===== src/rtl/core/obot_pkg.sv =====
// shared types and constants for the oriented box overlap test
package obot_pkg;
    // operand width of the shared multiplier (signed, covers a 33-bit center difference)
    localparam int MulW  = 33;
    localparam int ProdW = 2 * MulW;
    typedef logic signed [MulW-1:0]  t_mul_op;
    typedef logic signed [ProdW-1:0] t_mul_prod;
endpackage


===== src/rtl/core/obot_mul.sv =====
// shared signed multiplier with a registered product
module obot_mul (
    input  logic                i_clk,
    input  obot_pkg::t_mul_op   i_a,
    input  obot_pkg::t_mul_op   i_b,
    output obot_pkg::t_mul_prod o_prod
);
    obot_pkg::t_mul_prod r_prod;

    // one product per cycle, consumed the cycle after
    always_ff @(posedge i_clk) begin
        r_prod <= obot_pkg::t_mul_prod'(i_a) * obot_pkg::t_mul_prod'(i_b);
    end

    assign o_prod = r_prod;
endmodule


===== config.mk =====
export PLATFORM = sky130hd
export DESIGN_NAME = obot_mul
export DESIGN_NICKNAME = d
export VERILOG_FILES = /design/src/rtl/core/obot_pkg.sv /design/src/rtl/core/obot_mul.sv
export SDC_FILE = /design/constraint.sdc
export NUM_CORES = 2
export LEC_CHECK = 0
export ABC_AREA = 1
export BUFFER_PORTS_ARGS = -buffer_cell sky130_fd_sc_hd__buf_2
export CAP_MARGIN = 20
export CORE_MARGIN = 4
export CORE_UTILIZATION = 40
export DETAILED_ROUTE_END_ITERATION = 12
export GPL_ROUTABILITY_DRIVEN = 0
export GPL_TIMING_DRIVEN = 1
export PLACE_DENSITY = 0.66
export SKIP_CTS_REPAIR_TIMING = 1
export SYNTH_ARGS = -nofsm -noshare
export SYNTH_HDL_FRONTEND = slang
export SYNTH_SLANG_ARGS = --single-unit

===== constraint.sdc =====
create_clock -name i_clk -period 7.4 [get_ports i_clk]
set_clock_uncertainty 0.2 [all_clocks]
set_input_delay 1.11 -clock i_clk [delete_from_list [all_inputs] [get_ports i_clk]]
set_output_delay 1.11 -clock i_clk [all_outputs]
set_load 0.02 [all_outputs]

# Word level (Yosys, flattened, before mapping)
# Index checks and enable logic that the tools add are counted.
classes:
  mul: 1
ops:
  columns: ["cell", "count"]
  rows:
  - ["$mul 33x33->66", 1]
totals:
  ff_bits: 66
  in_bits: 67
  output_inout_bits: 66
  elab_cells: 2

# Logic depth before layout (Yosys ltp)
depth:
  word_depth: 1
  ltp_mapped: 34
  depth_no_buf: 32

# Worst setup path after synthesis
# OpenSTA, ideal clock, no wires.
synth_path:
  path_kind: "input-to-reg"
  from: "in i_a[32]"
  to: "reg r_prod[60], in the netlist o_prod[60]"
  setup_ns: 0.113
  t_arrival_ns: 7.753
  required_time_ns: 7.087
  slack_ns: -0.666
  path_stages: 23
  n_path_buf: 2
  path_cell_list: "clkbuf_1 > clkbuf_1 > nand2_1 > inv_1 > fa_1 > fa_1 > fa_1 > fa_1 > inv_1 > fa_1 > fa_1 > fa_1 > fa_1 > inv_1 > ha_1 > nand2_1 > nor2_1 > inv_1 > nor3_1 > nand2_1 > and2_0 > nand4_1 > nand2_1"
synth_between:
  elab_chain_cells: 1
synth_rtl:
  columns: ["item", "line", "text"]
  rows:
  - ["start, declared", "obot_mul.sv:4", "input obot_pkg::t_mul_op i_a,"]
  - ["$mul 33x33->66", "obot_mul.sv:12", "r_prod <= obot_pkg::t_mul_prod'(i_a) * obot_pkg::t_mul_prod'(i_b);"]
  - ["end signal, assigned", "obot_mul.sv:12", null]
  - ["end, declared", "obot_mul.sv:8", "obot_pkg::t_mul_prod r_prod;"]
# No other way between the ends.

# Worst setup path after layout
# Same ends and word-level chain as after synthesis.

==> metrics.txt <==
outcome complete, but fails checks; failing checks negative setup slack; vias 35356; hold endpoint o_prod[0]; Final HPWL DP 112000 um; number of flops mapped to enable cells by yosys 0; vias in the first global route 38063; drt wl/cell 17.7 um; design area 0.0528 mm^2; Reg clk slew, reported paths 0.08 ns; asr flop ratio synth 0; fin crit share 1.01; Worst Path Max Fanout 7; ratio of cells with drive above 1 in the final layout 0.208; Final Max Tran Viols 0; standard-cell rows 120; post-synth top area cell fa_1; Final nets 7394; largest cells by area after synthesis fa_1 53%, inv_1 16%, nand2_1 13%; final worst slack -0.0856 ns; total grt overflow 0; All-Layer GR Usage 0.228; residual DRC count 0; DP Area 0.0492 mm^2; Yosys reg bits 66; H-tree depth 3; synthesized netlist cell count 5543; post-route minimum period 7.49 ns; share of the synthesized area in the top cell type 0.531; WP data required 7.44 ns; initial antenna violation count 3; final hold violations 0; chip height 337 um; Netlist cell types 35; Synth Flop Type dfxtp_1; crit end category register; Cells after DPL 7293; Crit Path Category input port to register; Via-to-Cell Ratio 4.79; synth-to-layout area growth 22.2%; hold depth 4; most frequent cell after synthesis inv_1; Worst-Margin Slew 0.576 ns; Netlist Area Pre-Place 0.0432 mm^2; Seq/Total Area, Yosys 0.0306; clock root buffer clkbuf_16; worst hold path class input port to register; Initial Util 0.403; yosys synthesis warning count 0; final non-filler cell total 7374; fill count 9960; Startpoint Class input port; Rel. slew slack 0.615; max cap viols 0; Final Setup Violations 8; chip width 337 um; CTS tree built; DRT antenna net count 0; num ports 133; DRT Pass-1 Iters 6; clock tree buffer depth 2; largest net degree at the start of global routing 28; Hold Path Origin i_b[0]; Num CTS Buffers 9; core box area 0.107 mm^2; Synth Area per Inst 7.79 um^2; synth cell count leaders 1894 x inv_1, 1517 x nand2_1, 1145 x fa_1; Buffers on Ports 132; clock sink count 66; aggregate routed wire length 131000 um; WP data arrival 7.52 ns; Fmax 134 MHz; syn_nets 6972; max FFs per register 66; DR iter-0 viols 2434; total die area 0.113 mm^2; RSZ-0062 raised after global routing true; pre-CTS WS -0.884 ns; first-pass GRT wire length 203000 um
==> worst max path at each step <==
stage | start | end | slack, ns | cells past startpoint
global placement | i_b[11] | o_prod[56] | -0.84 | 26
CTS | i_b[11] | o_prod[56] | -0.52 | 26
floorplan | i_a[32] | o_prod[64] | -0.14 | 24
global route | i_a[32] | o_prod[60] | -0.29 | 28
finish | i_a[32] | o_prod[60] | -0.09 | 28
detailed placement | i_b[11] | o_prod[56] | -0.88 | 26
==> routing by layer <==
layer  wire (um)  up-vias  share of wire  GRT usage
met1       49800    17779           0.38      0.283
met5          27        -        0.00021          0
met2       64900     1392           0.50      0.408
li1            -    15849              -          -
met4        5950        4          0.046     0.0841
met3        9990      332          0.076     0.0289
==> cell families after synthesis <==
kind of cell | share of synthesized area
AO/OA/AOI/OAI | 0.0138
XOR/XNOR | 0.00832
adder cells (fa/ha/maj) | 0.594
buffers and inverters | 0.188
flip-flops | 0.0306
AND/OR/NAND/NOR | 0.166
==> cell type report <==
type                    instances  area, um^2  share of cell area
clock inverters                 7        53.8             0.00102
repair buffers                674        6140               0.116
diodes                          1        2.50           0.0000474
flip-flops and latches         66        1320              0.0250
inverters                    1895        7140               0.135
multi-input cells            3319       36100               0.685
clock buffers                   9         225             0.00427
well taps                    1403        1760              0.0333
==> placed cells by master, fill, tap and decap left out, types with 4 or more instances in the layout <==
master	count
a21oi_1	17
a21oi_2	37
a21oi_4	11
buf_12	60
buf_2	87
buf_4	440
buf_6	55
buf_8	18
clkbuf_16	21
clkinvlp_4	5
dfxtp_1	66
fa_1	1096
fa_2	49
ha_1	170
ha_4	47
inv_1	1806
inv_2	81
inv_4	4
nand2_1	1372
nand2_2	116
nand2_4	43
nand3_1	51
nand3_2	21
nand3_4	6
nand4_1	19
nor2_1	63
nor2_2	33
nor2_4	58
nor3_4	5
nor4_2	4
o21ai_0	4
o21ai_1	10
o21ai_2	9
o21bai_1	8
or2_2	5
xor2_1	34
==> worst max-delay path, stage by stage <==
cell     delay [ns]
buf_12         0.11
buf_12         0.14
buf_8          0.13
nand2_4        0.05
inv_2          0.04
fa_1           0.59
inv_2          0.09
buf_6          0.12
fa_1           0.50
fa_1           0.59
inv_2          0.05
fa_1           0.55
fa_1           0.44
fa_1           0.47
fa_1           0.56
inv_2          0.04
fa_1           0.52
inv_2          0.05
ha_4           0.29
buf_8          0.13
nand2_8        0.07
buf_6          0.12
nor3_4         0.22
nand2_2        0.14
nor2_4         0.14
nand2_4        0.08
nand4_1        0.08
nand2_1        0.06
==> through the flow <==
stage | setup TNS [ns] | utilization | hold WS [ns]
after floorplan | -0.511 | - | 1.17
after global placement | -26.63 | 0.459 | 1.33
after detailed placement | -28.13 | 0.459 | 1.33
after CTS | -11.74 | 0.462 | 1.10
after global routing | -3.93 | 0.493 | 0.973
final | -0.295 | 0.493 | 0.979
Power is left out: the tool's default activity adds up to more than one toggle a clock period on the data nets, which glitch-free logic cannot reach.
